**src/rtl/usd_pkg.sv**
```systemverilog
package usd_pkg;

   localparam int unsigned BYTE_W = 8;
   localparam int unsigned CP_W   = 26;
   localparam int unsigned LEN_W  = 3;
   localparam int unsigned CNT_W  = 3;

   localparam logic [CP_W-1:0]   REPLACEMENT_CHAR = CP_W'(32'h0000_FFFD);
   localparam logic [BYTE_W-1:0] CONT_FIRST       = 8'h80;
   localparam logic [BYTE_W-1:0] LEAD_FIRST       = 8'hC0;

   // lead prefixes, compared against the upper bits of the byte
   localparam logic [2:0] PREFIX_LEN2 = 3'b110;
   localparam logic [3:0] PREFIX_LEN3 = 4'b1110;
   localparam logic [4:0] PREFIX_LEN4 = 5'b11110;
   localparam logic [5:0] PREFIX_LEN5 = 6'b111110;

   localparam logic [LEN_W-1:0] LEN_ONE   = 3'd1;
   localparam logic [LEN_W-1:0] LEN_TWO   = 3'd2;
   localparam logic [LEN_W-1:0] LEN_THREE = 3'd3;
   localparam logic [LEN_W-1:0] LEN_FOUR  = 3'd4;
   localparam logic [LEN_W-1:0] LEN_FIVE  = 3'd5;

   typedef struct packed {
      logic              valid;
      logic [CP_W-1:0]   code_point;
      logic [LEN_W-1:0]  seq_length;
      logic              stray_continuation;
   } usd_result_type;

   typedef struct packed {
      logic [CNT_W-1:0]  pending_count;
      logic [LEN_W-1:0]  current_length;
   } usd_status_type;

endpackage

```
**src/rtl/usd_core.sv**
```systemverilog
module usd_core
   import usd_pkg::*;
(
   input  logic                clock,
   input  logic                reset,
   input  logic                step,
   input  logic [BYTE_W-1:0]   data_byte,
   output usd_result_type      result,
   output usd_status_type      status
);

   logic [CNT_W-1:0] pending_count_ff, pending_count_in;
   logic [CP_W-1:0]  partial_value_ff, partial_value_in;
   logic [LEN_W-1:0] current_length_ff, current_length_in;

   logic [CP_W-1:0]  shifted;
   logic [CNT_W-1:0] count_dec;

   assign shifted   = {partial_value_ff[CP_W-7:0], data_byte[5:0]};
   assign count_dec = pending_count_ff - CNT_W'(1);

   always_comb begin
      pending_count_in          = pending_count_ff;
      partial_value_in          = partial_value_ff;
      current_length_in         = current_length_ff;
      result.valid              = 1'b0;
      result.code_point         = '0;
      result.seq_length         = LEN_ONE;
      result.stray_continuation = 1'b0;

      if (pending_count_ff != '0) begin
         // inside an open sequence every byte is continuation payload
         pending_count_in = count_dec;
         if (count_dec == '0) begin
            result.valid      = 1'b1;
            result.code_point = shifted;
            result.seq_length = current_length_ff;
            partial_value_in  = '0;
            current_length_in = '0;
         end else begin
            partial_value_in = shifted;
         end
      end else if (data_byte < CONT_FIRST) begin
         result.valid      = 1'b1;
         result.code_point = CP_W'(data_byte);
      end else if (data_byte < LEAD_FIRST) begin
         result.valid              = 1'b1;
         result.code_point         = REPLACEMENT_CHAR;
         result.stray_continuation = 1'b1;
      end else if (data_byte[7:5] == PREFIX_LEN2) begin
         partial_value_in  = CP_W'(data_byte[4:0]);
         pending_count_in  = CNT_W'(1);
         current_length_in = LEN_TWO;
      end else if (data_byte[7:4] == PREFIX_LEN3) begin
         partial_value_in  = CP_W'(data_byte[3:0]);
         pending_count_in  = CNT_W'(2);
         current_length_in = LEN_THREE;
      end else if (data_byte[7:3] == PREFIX_LEN4) begin
         partial_value_in  = CP_W'(data_byte[2:0]);
         pending_count_in  = CNT_W'(3);
         current_length_in = LEN_FOUR;
      end else if (data_byte[7:2] == PREFIX_LEN5) begin
         partial_value_in  = CP_W'(data_byte[1:0]);
         pending_count_in  = CNT_W'(4);
         current_length_in = LEN_FIVE;
      end else begin
         // 0xFC..0xFF: no prefix, emit low six bits
         result.valid      = 1'b1;
         result.code_point = CP_W'(data_byte[5:0]);
      end
   end

   always_ff @(posedge clock) begin
      if (reset) begin
         pending_count_ff  <= '0;
         partial_value_ff  <= '0;
         current_length_ff <= '0;
      end else if (step) begin
         pending_count_ff  <= pending_count_in;
         partial_value_ff  <= partial_value_in;
         current_length_ff <= current_length_in;
      end
   end

   assign status.pending_count  = pending_count_ff;
   assign status.current_length = current_length_ff;

endmodule

```
**src/rtl/utf8_stream_decoder.sv**
```systemverilog
// A req byte lands in the input register, then passes through usd_core into the result
// register, which drives rsp_valid, once that register is empty or being drained.
// Throughput: one byte per cycle unless rsp stalls; decode is one pass through usd_core.
// A byte that only extends an open sequence produces no rsp transaction.
// Reset (synchronous, active high) empties both registers and clears the decoder
// state; a sequence still open at reset is dropped.
module utf8_stream_decoder
   import usd_pkg::*;
(
   input  logic                clock,
   input  logic                reset,

   input  logic                req_valid,
   output logic                req_ready,
   input  logic [BYTE_W-1:0]   req_data_byte,

   output logic                rsp_valid,
   input  logic                rsp_ready,
   output logic [CP_W-1:0]     rsp_code_point,
   output logic [LEN_W-1:0]    rsp_seq_length,
   output logic                rsp_stray_continuation
);

   // input register
   logic              in_valid_ff, in_valid_in;
   logic [BYTE_W-1:0] in_byte_ff, in_byte_in;

   // result register
   logic              out_valid_ff, out_valid_in;
   logic [CP_W-1:0]   out_cp_ff, out_cp_in;
   logic [LEN_W-1:0]  out_len_ff, out_len_in;
   logic              out_stray_ff, out_stray_in;

   usd_result_type    result;
   usd_status_type    status;
   logic              advance;
   logic              req_fire;

   // The byte in the input register advances through the decoder whenever the
   // result register is empty or is being drained this cycle.
   assign advance   = in_valid_ff && (!out_valid_ff || rsp_ready);
   assign req_ready = !in_valid_ff || advance;
   assign req_fire  = req_valid && req_ready;

   usd_core u_core (
      .clock     (clock),
      .reset     (reset),
      .step      (advance),
      .data_byte (in_byte_ff),
      .result    (result),
      .status    (status)
   );

   always_comb begin
      in_valid_in = in_valid_ff;
      in_byte_in  = in_byte_ff;
      if (req_fire) begin
         in_valid_in = 1'b1;
         in_byte_in  = req_data_byte;
      end else if (advance) begin
         in_valid_in = 1'b0;
      end
   end

   always_comb begin
      out_valid_in = out_valid_ff;
      out_cp_in    = out_cp_ff;
      out_len_in   = out_len_ff;
      out_stray_in = out_stray_ff;
      if (advance) begin
         // load the result, or go empty when the byte only extends a sequence
         out_valid_in = result.valid;
         out_cp_in    = result.code_point;
         out_len_in   = result.seq_length;
         out_stray_in = result.stray_continuation;
      end else if (rsp_ready) begin
         out_valid_in = 1'b0;
      end
   end

   always_ff @(posedge clock) begin
      if (reset) begin
         in_valid_ff  <= 1'b0;
         out_valid_ff <= 1'b0;
      end else begin
         in_valid_ff  <= in_valid_in;
         out_valid_ff <= out_valid_in;
      end
   end

   // payload registers: no reset
   always_ff @(posedge clock) begin
      in_byte_ff   <= in_byte_in;
      out_cp_ff    <= out_cp_in;
      out_len_ff   <= out_len_in;
      out_stray_ff <= out_stray_in;
   end

   assign rsp_valid              = out_valid_ff;
   assign rsp_code_point         = out_cp_ff;
   assign rsp_seq_length         = out_len_ff;
   assign rsp_stray_continuation = out_stray_ff;

   // a stray continuation always carries the replacement character, length one
   a_stray_form: assert property (@(posedge clock) disable iff (reset)
      rsp_valid && rsp_stray_continuation |->
         rsp_code_point == REPLACEMENT_CHAR && rsp_seq_length == LEN_ONE)
      else $error("stray continuation result malformed");

   // no more than four continuation bytes are ever expected
   a_pending_range: assert property (@(posedge clock) disable iff (reset)
      status.pending_count <= CNT_W'(4))
      else $error("pending count out of range");

   // a new result appears only after a byte moved through the decoder
   a_result_source: assert property (@(posedge clock) disable iff (reset)
      $rose(rsp_valid) |-> $past(advance))
      else $error("result appeared without a decoded byte");

   // an open sequence is at least two long and longer than the bytes still expected
   a_open_length: assert property (@(posedge clock) disable iff (reset)
      status.pending_count != '0 |->
         status.current_length > LEN_W'(status.pending_count)
         && status.current_length >= LEN_TWO)
      else $error("open sequence length inconsistent");

endmodule

```
**config.mk**
```make
export PLATFORM = sky130hd
export DESIGN_NAME = utf8_stream_decoder
export DESIGN_NICKNAME = d
export VERILOG_FILES = /design/src/rtl/usd_pkg.sv /design/src/rtl/usd_core.sv /design/src/rtl/utf8_stream_decoder.sv
export SDC_FILE = /design/constraint.sdc
export NUM_CORES = 1
export LEC_CHECK = 0
export ABC_AREA = 0
export BUFFER_PORTS_ARGS = -buffer_cell sky130_fd_sc_hd__buf_2
export CORE_MARGIN = 2
export CORE_UTILIZATION = 55
export CTS_CLUSTER_DIAMETER = 80
export DETAILED_ROUTE_END_ITERATION = 16
export PLACE_DENSITY = 0.89
export SYNTH_ARGS = -nofsm -noshare
export SYNTH_HDL_FRONTEND = slang
export SYNTH_SLANG_ARGS = --single-unit
```
**constraint.sdc**
```tcl
create_clock -name clock -period 2.7 [get_ports clock]
set_input_delay 0.81 -clock clock [delete_from_list [all_inputs] [get_ports clock]]
set_output_delay 0.81 -clock clock [all_outputs]
set_load 0.05 [all_outputs]
```
==> results.toml, run 1 <==
[clock_network]
insertion_delay_ns = 0.34
clkSlewWorstSetupHoldPaths_ns = 0.07
numCtsBuffers = 9
h-tree-depth = 3
cts_hold_buffers = 0
cts_tree = "yes"
cts-resized-gates = 0
cts.sinks = 66
clk_path_buf_depth = 2
cts-root-buf = "clkbuf_8"
postCtsSetupBuffers = 0

[pwr]
p_switching_mw = 0.518
p_leak_nw = 1.42
p_clk_frac = 0.349
ir_drop_mv = 0.440
p_seq_frac = 0.549
intPower_mw = 1.51
p_per_area_mw_per_mm2 = 593
swShare = 0.255
combPwrFrac = 0.102

[logic_synthesis]
synth-async-reset-ratio = 0
synth_top_flop_cell = "edfxtp_1"
syn-num-nets = 268
synth_top_area_frac = 0.383
synth_edf_count = 38
synth_area_mm2 = 0.00298
seq_area_frac_synth = 0.572
yosys-top-cells-area = "edfxtp_1 38%, dfxtp_1 19%, mux2i_1 8.1%"
yosysUniqueCellTypes = 49
netlist_instances = 251
ys_warn_count = 0
synth_area_leader_cell = "edfxtp_1"
synth.avg_cell_area_um2 = 11.9
ys_seq_elements = 66

[critical_path]
required_ns = 2.96
slowest_stage = "o31ai_4"
max_stage_delay_ns = 0.74
cp_max_fo = 13
start_kind = "flip-flop"
worstSetupPathType = "flip-flop to flip-flop"
critPathTopFamily = "compound AO/OA/AOI/OAI gates"
critPathArrivalTime_ns = 2.50
timing.critical_path.cells = "ha_1, and3_1, o21a_4, o31ai_4, mux2i_1"
worst-path-buf-inv = 0
worstSetupEndpointType = "flip-flop"

[die]
io_pins = 44
coreArea_mm2 = 0.00517
start_util = 0.575
rows = 26
die_area_mm2 = 0.00602
die_height_um = 77.6
die_w_um = 77.6

[timing]
final-setup-viol-count = 0
hold_viol_final = 0
final_max_slew_viol_count = 0
rsz0062_at_grt = "false"
finalCritPeriodShare = 0.831
finClkSkew_ns = 0.00878
fin_tns_setup_ns = 0
relSlewSlack = 0.428
fmax_mhz = 446
worstMarginPinSlew_ns = 0.857
min_period_ns = 2.24

[grt]
grt_pass1_vias = 1886
grt_overflow = 0
grt_usage = 0.196
grt_max_degree = 48
grt_pass1_wl_um = 9000
antenna_found_initial = 0

[outcome]
outcome = "finished clean"

[placed_design]
place_hpwl_um = 3680
place.port_buffers = 43
gp_congestion = 0.897
dp_cells = 359

[cells_and_area]
final_nets = 317
nFillCells = 389
drive_above_1_share = 0.252
area_delta_synth_final_pct = 14.9
diodes = 0
fin_cells = 375

[routing]
drc_errors = 0
viasPerCell = 5.42
drt_first_pass_iters = 4
finalWirelength_um = 5370
wl_per_cell_um = 14.3
drtIter0Drc = 177
vias = 2033
antenna_left = 0

[hold_path]
hold_class = "flip-flop to flip-flop"

[run]
maxCapViolations = 0
-- kinds of logic (layout without fill, tap and decap cells) --
kind of cell / Yosys count / count (layout) / synth area share
AO/OA/AOI/OAI: 38 / 38 / 0.114
adder cells (fa/ha/maj): 5 / 5 / 0.0210
AND/OR/NAND/NOR: 94 / 94 / 0.166
flip-flops: 66 / 66 / 0.572
multiplexers: 25 / 25 / 0.0857
buffers and inverters: 23 / 77 / 0.0408
-- per-layer routing --
metal	wire [um]	up-vias	track usage
li1	-	1005	-
met1	2270	949	0.247
met2	2670	71	0.309
met3	358	8	0.0663
met4	63	0	0.0821
met5	0	-	0
-- state kept, by name (all words and copies together), names as in the netlist --
signal	flops
rsp_code_point	26
rsp_stray_continuation	1
in_byte_ff	8
rsp_seq_length	3
u_core.current_length_ff	3
u_core.partial_value_ff	20
rsp_valid	1
u_core.pending_count_ff	3
in_valid_ff	1
-- final timing paths --
check	start	to	slack (ns)	depth (start not counted)
worst max register to register	in_byte_ff[7]	u_core.pending_count_ff[1]	0.46	5
worst max-delay path	in_byte_ff[7]	u_core.pending_count_ff[1]	0.46	5
worst min-delay path	u_core.current_length_ff[0]	u_core.current_length_ff[0]	0.46	2
worst min register to register	u_core.current_length_ff[0]	u_core.current_length_ff[0]	0.46	2
-- worst reg2reg max path: stages (launching register included) --
cell	delay, ns
edfxtp_1	0.48
ha_1	0.29
and3_1	0.24
o21a_4	0.14
o31ai_4	0.74
mux2i_1	0.28
-- cell usage in the layout, fill, tap and decap left out, types with 3 or more instances in the layout --
master	count
nor2_1	3
clkbuf_8	10
nand2_1	31
mux2i_1	24
nand4_1	3
buf_2	43
a21o_1	10
edfxtp_1	38
nand2b_1	4
clkbuf_1	3
o31ai_1	3
inv_1	8
ha_1	5
nor2b_1	5
and2_1	16
nand3_1	21
buf_4	8
dfxtp_1	28
nor3_1	3
-- through the flow --
| step | setup slack (ns) | utilization | power, mW | hold slack, ns | cell area [um2] |
|---|---|---|---|---|---|
| 3_3_place_gp | 0.522 | 0.629 | 1.34 | 0.441 | 3260 |
| 3_5_place_dp | 0.477 | 0.629 | 1.34 | 0.450 | 3260 |
| 5_1_grt | 0.334 | 0.661 | 2.10 | 0.480 | 3420 |
| 6_report | 0.457 | 0.661 | 2.03 | 0.458 | 3420 |
| 2_1_floorplan | 0.323 | - | 1.29 | 0.430 | 2980 |
| 4_1_cts | 0.473 | 0.661 | 2.04 | 0.461 | 3420 |
-- Yosys cell counts (2+ instances only) --
cell	instances
edfxtp_1	38
nand2_1	31
dfxtp_1	28
mux2i_1	24
nand3_1	21
and2_1	16
a21o_1	10
inv_1	8
clkbuf_1	5
ha_1	5
nor2b_1	5
buf_2	4
nand2b_1	4
nand4_1	3
nor2_1	3
nor3_1	3
o31ai_1	3
a21oi_1	2
buf_6	2
inv_2	2
nand3b_1	2
nor2b_4	2
o21a_1	2
o21ai_0	2
o21ai_1	2
-- power by group through the flow --
stage          sequential, mW  clock [mW]  combinational (mW)
6_report                 1.11       0.707               0.208
5_1_grt                  1.12       0.759               0.223
4_1_cts                  1.11       0.721               0.208
3_5_place_dp             1.14           0               0.208
3_3_place_gp             1.13           0               0.205
2_1_floorplan            1.21           0              0.0859
-- layout make-up --
class	count	area (um2)	area share
tap	70	87.6	0.0256
clock buffer	13	149	0.0435
clock inverter	3	16.3	0.00475
sequential	66	1700	0.497
multi-input combinational	162	1150	0.337
timing repair buffer	51	275	0.0805
inverter	10	37.5	0.0110
Note: power is estimated with default switching activity, not from simulation.
==> run 2: changes to the inputs <==
==> constraint.sdc (replaced) <==
create_clock -name clock -period 2.3 [get_ports clock]
set_input_delay 0.69 -clock clock [delete_from_list [all_inputs] [get_ports clock]]
set_output_delay 0.69 -clock clock [all_outputs]
set_load 0.05 [all_outputs]
==> run 2 against run 1 <==
Hold slack worse by 0.0057 ns. Critical endpoint is now rsp_code_point[2]. Combinational power up 19%. Utilization rose by 1.1 points. Register-to-register slack got worse by 0.31 ns.
==> results.toml, run 2 (synthesized netlist as in run 1, its figures left out) <==
[clock_network]
cts_hold_buffers = 0
h-tree-depth = 3
numCtsBuffers = 9
postCtsSetupBuffers = 0
clk_path_buf_depth = 2
insertion_delay_ns = 0.35
cts_tree = "yes"
cts-resized-gates = 0
cts.sinks = 66
cts-root-buf = "clkbuf_8"
clkSlewWorstSetupHoldPaths_ns = 0.07

[routing]
drtIter0Drc = 120
drc_errors = 0
vias = 2078
finalWirelength_um = 5420
wl_per_cell_um = 14.4
viasPerCell = 5.51
drt_first_pass_iters = 4
antenna_left = 0

[grt]
grt_max_degree = 20
antenna_found_initial = 0
grt_usage = 0.198
busiest_layer = "met2"
grt_pass1_vias = 1928
grt.met2_usage = 0.320
met1_usage = 0.247
use_met3 = 0.0686
grt_overflow = 0
grt_pass1_wl_um = 9140

[cells_and_area]
largest_reg_flops = 26
multiInputGateArea_mm2 = 0.00115
drive_above_1_share = 0.261
most-common-layout-cells = "43 x buf_2, 38 x edfxtp_1, 31 x nand2_1, 28 x dfxtp_1, 24 x mux2i_1"
area_delta_synth_final_pct = 16.8
seqCellArea_mm2 = 0.00170
nFillCells = 368
mostFrequentLayoutCell = "buf_2"
diodes = 0
final_nets = 319

[timing]
final_max_slew_viol_count = 0
min_period_ns = 2.16
final-setup-viol-count = 0
finClkSkew_ns = 0.0119
fin_tns_setup_ns = 0
fmax_mhz = 463
worstMarginPinSlew_ns = 0.707
relSlewSlack = 0.527
whs_ns = 0.452
rsz0062_at_grt = "false"
layout_setup_ws_ns = 0.142
hold_viol_final = 0
finalCritPeriodShare = 0.938

[hold_path]
min_from = "u_core.partial_value_ff[15]"
min_to = "u_core.partial_value_ff[15]"
hold_class = "flip-flop to flip-flop"
hold_path_depth = 2

[placed_design]
gp_congestion = 0.886
dp_slack_ns = 0.182
place_hpwl_um = 3800
place.port_buffers = 43

[critical_path]
critPathArrivalTime_ns = 2.38
worstSetupPathType = "flip-flop to flip-flop"
startpoint = "u_core.pending_count_ff[0]"
worstSetupEndpointType = "flip-flop"
cp_max_fo = 10
start_kind = "flip-flop"
required_ns = 2.53
r2r_slack_ns = 0.14
rr_worst_depth = 6
worstReg2RegStart = "u_core.pending_count_ff[0]"
timing.rr.end = "rsp_code_point[2]"

[pwr]
swShare = 0.247
intPower_mw = 1.86
p_seq_frac = 0.531
p_clk_frac = 0.369
combPwrFrac = 0.100
ir_drop_mv = 0.409
total_power_mw = 2.47
p_switching_mw = 0.609
p_per_area_mw_per_mm2 = 709
p_leak_nw = 1.46

[die]
coreArea_mm2 = 0.00517
die_area_mm2 = 0.00602
die_height_um = 77.6
die_w_um = 77.6
start_util = 0.575
rows = 26
io_pins = 44

[outcome]
outcome = "finished clean"

[run]
maxCapViolations = 0
[run 2: cell count changes in the layout (fill, tap and decap cells not counted)]
cell | before | now
clkinv_1 | 1 | 0
clkbuf_8 | 10 | 9
bufinv_16 | 0 | 1
clkinvlp_4 | 1 | 0
buf_12 | 0 | 2
clkinv_2 | 1 | 3
[run 2: routing by layer]
metal | part of all wire | wire, um
met1 | 0.42 | 2290
met2 | 0.51 | 2760
met3 | 0.053 | 285
met4 | 0.016 | 86
met5 | 0 | 0
[run 2: power by group through the flow]
stage	Combinational (mW)	Sequential (mW)	Clock, mW
finish	0.247	1.31	0.910
detailed placement	0.246	1.33	0
global placement	0.241	1.33	0
CTS	0.247	1.31	0.916
global route	0.264	1.31	0.967
floorplan	0.101	1.42	0
[run 2: stage by stage]
stage	area, um2	utilization	std cells
after floorplan	2980	-	251
after global placement	3300	0.637	361
after detailed placement	3300	0.637	361
after CTS	3480	0.672	377
after global routing	3480	0.672	377
final	3480	0.672	377
[run 2: worst max-delay path: stages, from the launching register on]
cell and delay (ns):
dfxtp_1 0.33, inv_1 0.10, ha_1 0.29, nor2b_1 0.62, nand3_1 0.30, o221ai_1 0.25
a21o_1 0.14
[run 2: how the worst max path moves through the flow]
stage                                        to  slack (ns)
finish                        rsp_code_point[2]        0.14
global route         u_core.partial_value_ff[2]        0.02
detailed placement            rsp_code_point[2]        0.18
floorplan           u_core.partial_value_ff[15]        0.04
CTS                           rsp_code_point[2]        0.18
global placement                      req_ready        0.35
[run 2: layout make-up]
class	instances	area share
Tap cell	70	0.0252
Clock buffer	12	0.0389
Inverter	10	0.0108
Sequential cell	66	0.490
Multi-Input combinational cell	162	0.332
Clock inverter	4	0.0130
Timing Repair Buffer	53	0.0907
==> run 3: changes to the inputs <==
--- a/config.mk
+++ b/config.mk
@@ -12,6 +12,7 @@
 export CTS_CLUSTER_DIAMETER = 80
 export DETAILED_ROUTE_END_ITERATION = 16
 export PLACE_DENSITY = 0.89
+export RECOVER_POWER = 100
 export SYNTH_ARGS = -nofsm -noshare
 export SYNTH_HDL_FRONTEND = slang
 export SYNTH_SLANG_ARGS = --single-unit
==> run 3 against run 2 <==
Register-to-register slack improved by 0.03 ns. Critical path depth unchanged. Non-clock buffer count unchanged. Clock skew about the same. Highest routed layer unchanged. Fmax increased by 1.4%.
==> results.toml, run 3 (synthesized netlist as in run 1, its figures left out) <==
[placed_design]
place.port_buffers = 43
gp_congestion = 0.886
place_hpwl_um = 3800
dp_cells = 361

[cells_and_area]
mostFrequentLayoutCell = "edfxtp_1"
most-common-layout-cells = "38 x edfxtp_1, 36 x clkbuf_1, 31 x nand2_1, 28 x dfxtp_1, 24 x mux2i_1"
largest_reg_flops = 26
nFillCells = 388
drive_above_1_share = 0.143
fin_cells = 377
final_nets = 319
diodes = 0
area_delta_synth_final_pct = 14.2
fin_util = 0.657

[critical_path]
timing.critical_path.cells = "inv_1, ha_1, nor2b_1, nand3_1, o221ai_1, a21o_1"
r2r_slack_ns = 0.17
start_kind = "flip-flop"
cp_max_fo = 10
worstSetupPathType = "flip-flop to flip-flop"
worstReg2RegStart = "u_core.pending_count_ff[0]"
slowest_stage = "nor2b_1"
worst-path-buf-inv = 1
critPathTopFamily = "simple AND/OR/NAND/NOR gates"
critPathArrivalTime_ns = 2.35
max_stage_delay_ns = 0.62
worstSetupEndpointType = "flip-flop"
required_ns = 2.52
timing.rr.end = "rsp_code_point[2]"
rr_worst_depth = 6

[grt]
grt_max_degree = 20
grt_pass1_vias = 1928
grt_pass1_wl_um = 9140
antenna_found_initial = 0
grt_overflow = 0
grt_usage = 0.198

[clock_network]
numCtsBuffers = 9
h-tree-depth = 3
cts_tree = "yes"
insertion_delay_ns = 0.34
cts-resized-gates = 0
postCtsSetupBuffers = 0
cts_hold_buffers = 0
cts.sinks = 66
clkSlewWorstSetupHoldPaths_ns = 0.07
clk_path_buf_depth = 2
cts-root-buf = "clkbuf_8"

[die]
rows = 26
die_height_um = 77.6
die_w_um = 77.6
io_pins = 44
start_util = 0.575
coreArea_mm2 = 0.00517
die_area_mm2 = 0.00602

[routing]
viasPerCell = 5.42
finalWirelength_um = 5450
drc_errors = 0
vias = 2043
drt_first_pass_iters = 4
drtIter0Drc = 135
wl_per_cell_um = 14.5
antenna_left = 0

[timing]
finalCritPeriodShare = 0.925
hold_viol_final = 0
worstMarginPinSlew_ns = 0.844
finClkSkew_ns = 0.0115
fin_tns_setup_ns = 0
rsz0062_at_grt = "false"
final_max_slew_viol_count = 0
final-setup-viol-count = 0
fmax_mhz = 470
relSlewSlack = 0.437
min_period_ns = 2.13

[hold_path]
hold_path_depth = 2
min_to = "u_core.partial_value_ff[15]"
min_from = "u_core.partial_value_ff[15]"
hold_class = "flip-flop to flip-flop"

[pwr]
p_per_area_mw_per_mm2 = 722
p_leak_nw = 1.35
ir_drop_mv = 0.408

[run]
maxCapViolations = 0

[outcome]
outcome = "finished clean"
run 3: where the power goes:
group	leakage, nW	total [mW]	switching (mW)	internal [mW]
registers	0.586	1.31	0.0203	1.29
logic	0.669	0.236	0.175	0.0606
clock network	0.0941	0.908	0.412	0.496
total	1.35	2.45	0.608	1.85
run 3: worst max-delay path by stage:
stage                     cells past startpoint                       start                     endpoint
final                                         6  u_core.pending_count_ff[0]            rsp_code_point[2]
after global routing                          6  u_core.pending_count_ff[1]   u_core.partial_value_ff[2]
after CTS                                     6  u_core.pending_count_ff[0]            rsp_code_point[2]
after detailed placement                      6  u_core.pending_count_ff[0]            rsp_code_point[2]
after global placement                        4                   rsp_ready                    req_ready
after floorplan                               6                   rsp_ready  u_core.partial_value_ff[15]
run 3: layer usage:
metal,wire length [um],GRT usage,vias up
met5,0,0,-
met4,73,0.0696,0
met3,290,0.0686,14
met2,2780,0.320,62
met1,2300,0.247,955
li1,-,-,1012
run 3: final cells by class:
type                       count  area [um2]  share of cell area
clock buffer                  12         135              0.0397
clock inverter                 4        45.0              0.0132
multi-input combinational    162        1140               0.337
sequential                    66        1700               0.500
inverter                      10        37.5              0.0110
timing repair buffer          53         249              0.0732
tap                           70        87.6              0.0258
run 3: tightest hold or removal path: cells and delay by family, from the launching register on:
family	cells	cell delay (ns)
flip-flops	1	0.30
AND/OR/NAND/NOR	1	0.05
multiplexers	1	0.05
run 3: through the flow:
| stage | hold slack [ns] | cell area [um2] | setup WS [ns] | total power, mW |
|---|---|---|---|---|
| 2_1_floorplan | 0.430 | 2980 | 0.0433 | 1.52 |
| 3_3_place_gp | 0.441 | 3300 | 0.355 | 1.57 |
| 3_5_place_dp | 0.446 | 3300 | 0.182 | 1.58 |
| 4_1_cts | 0.455 | 3480 | 0.182 | 2.47 |
| 5_1_grt | 0.477 | 3400 | 0.0345 | 2.53 |
| 6_report | 0.452 | 3400 | 0.172 | 2.45 |
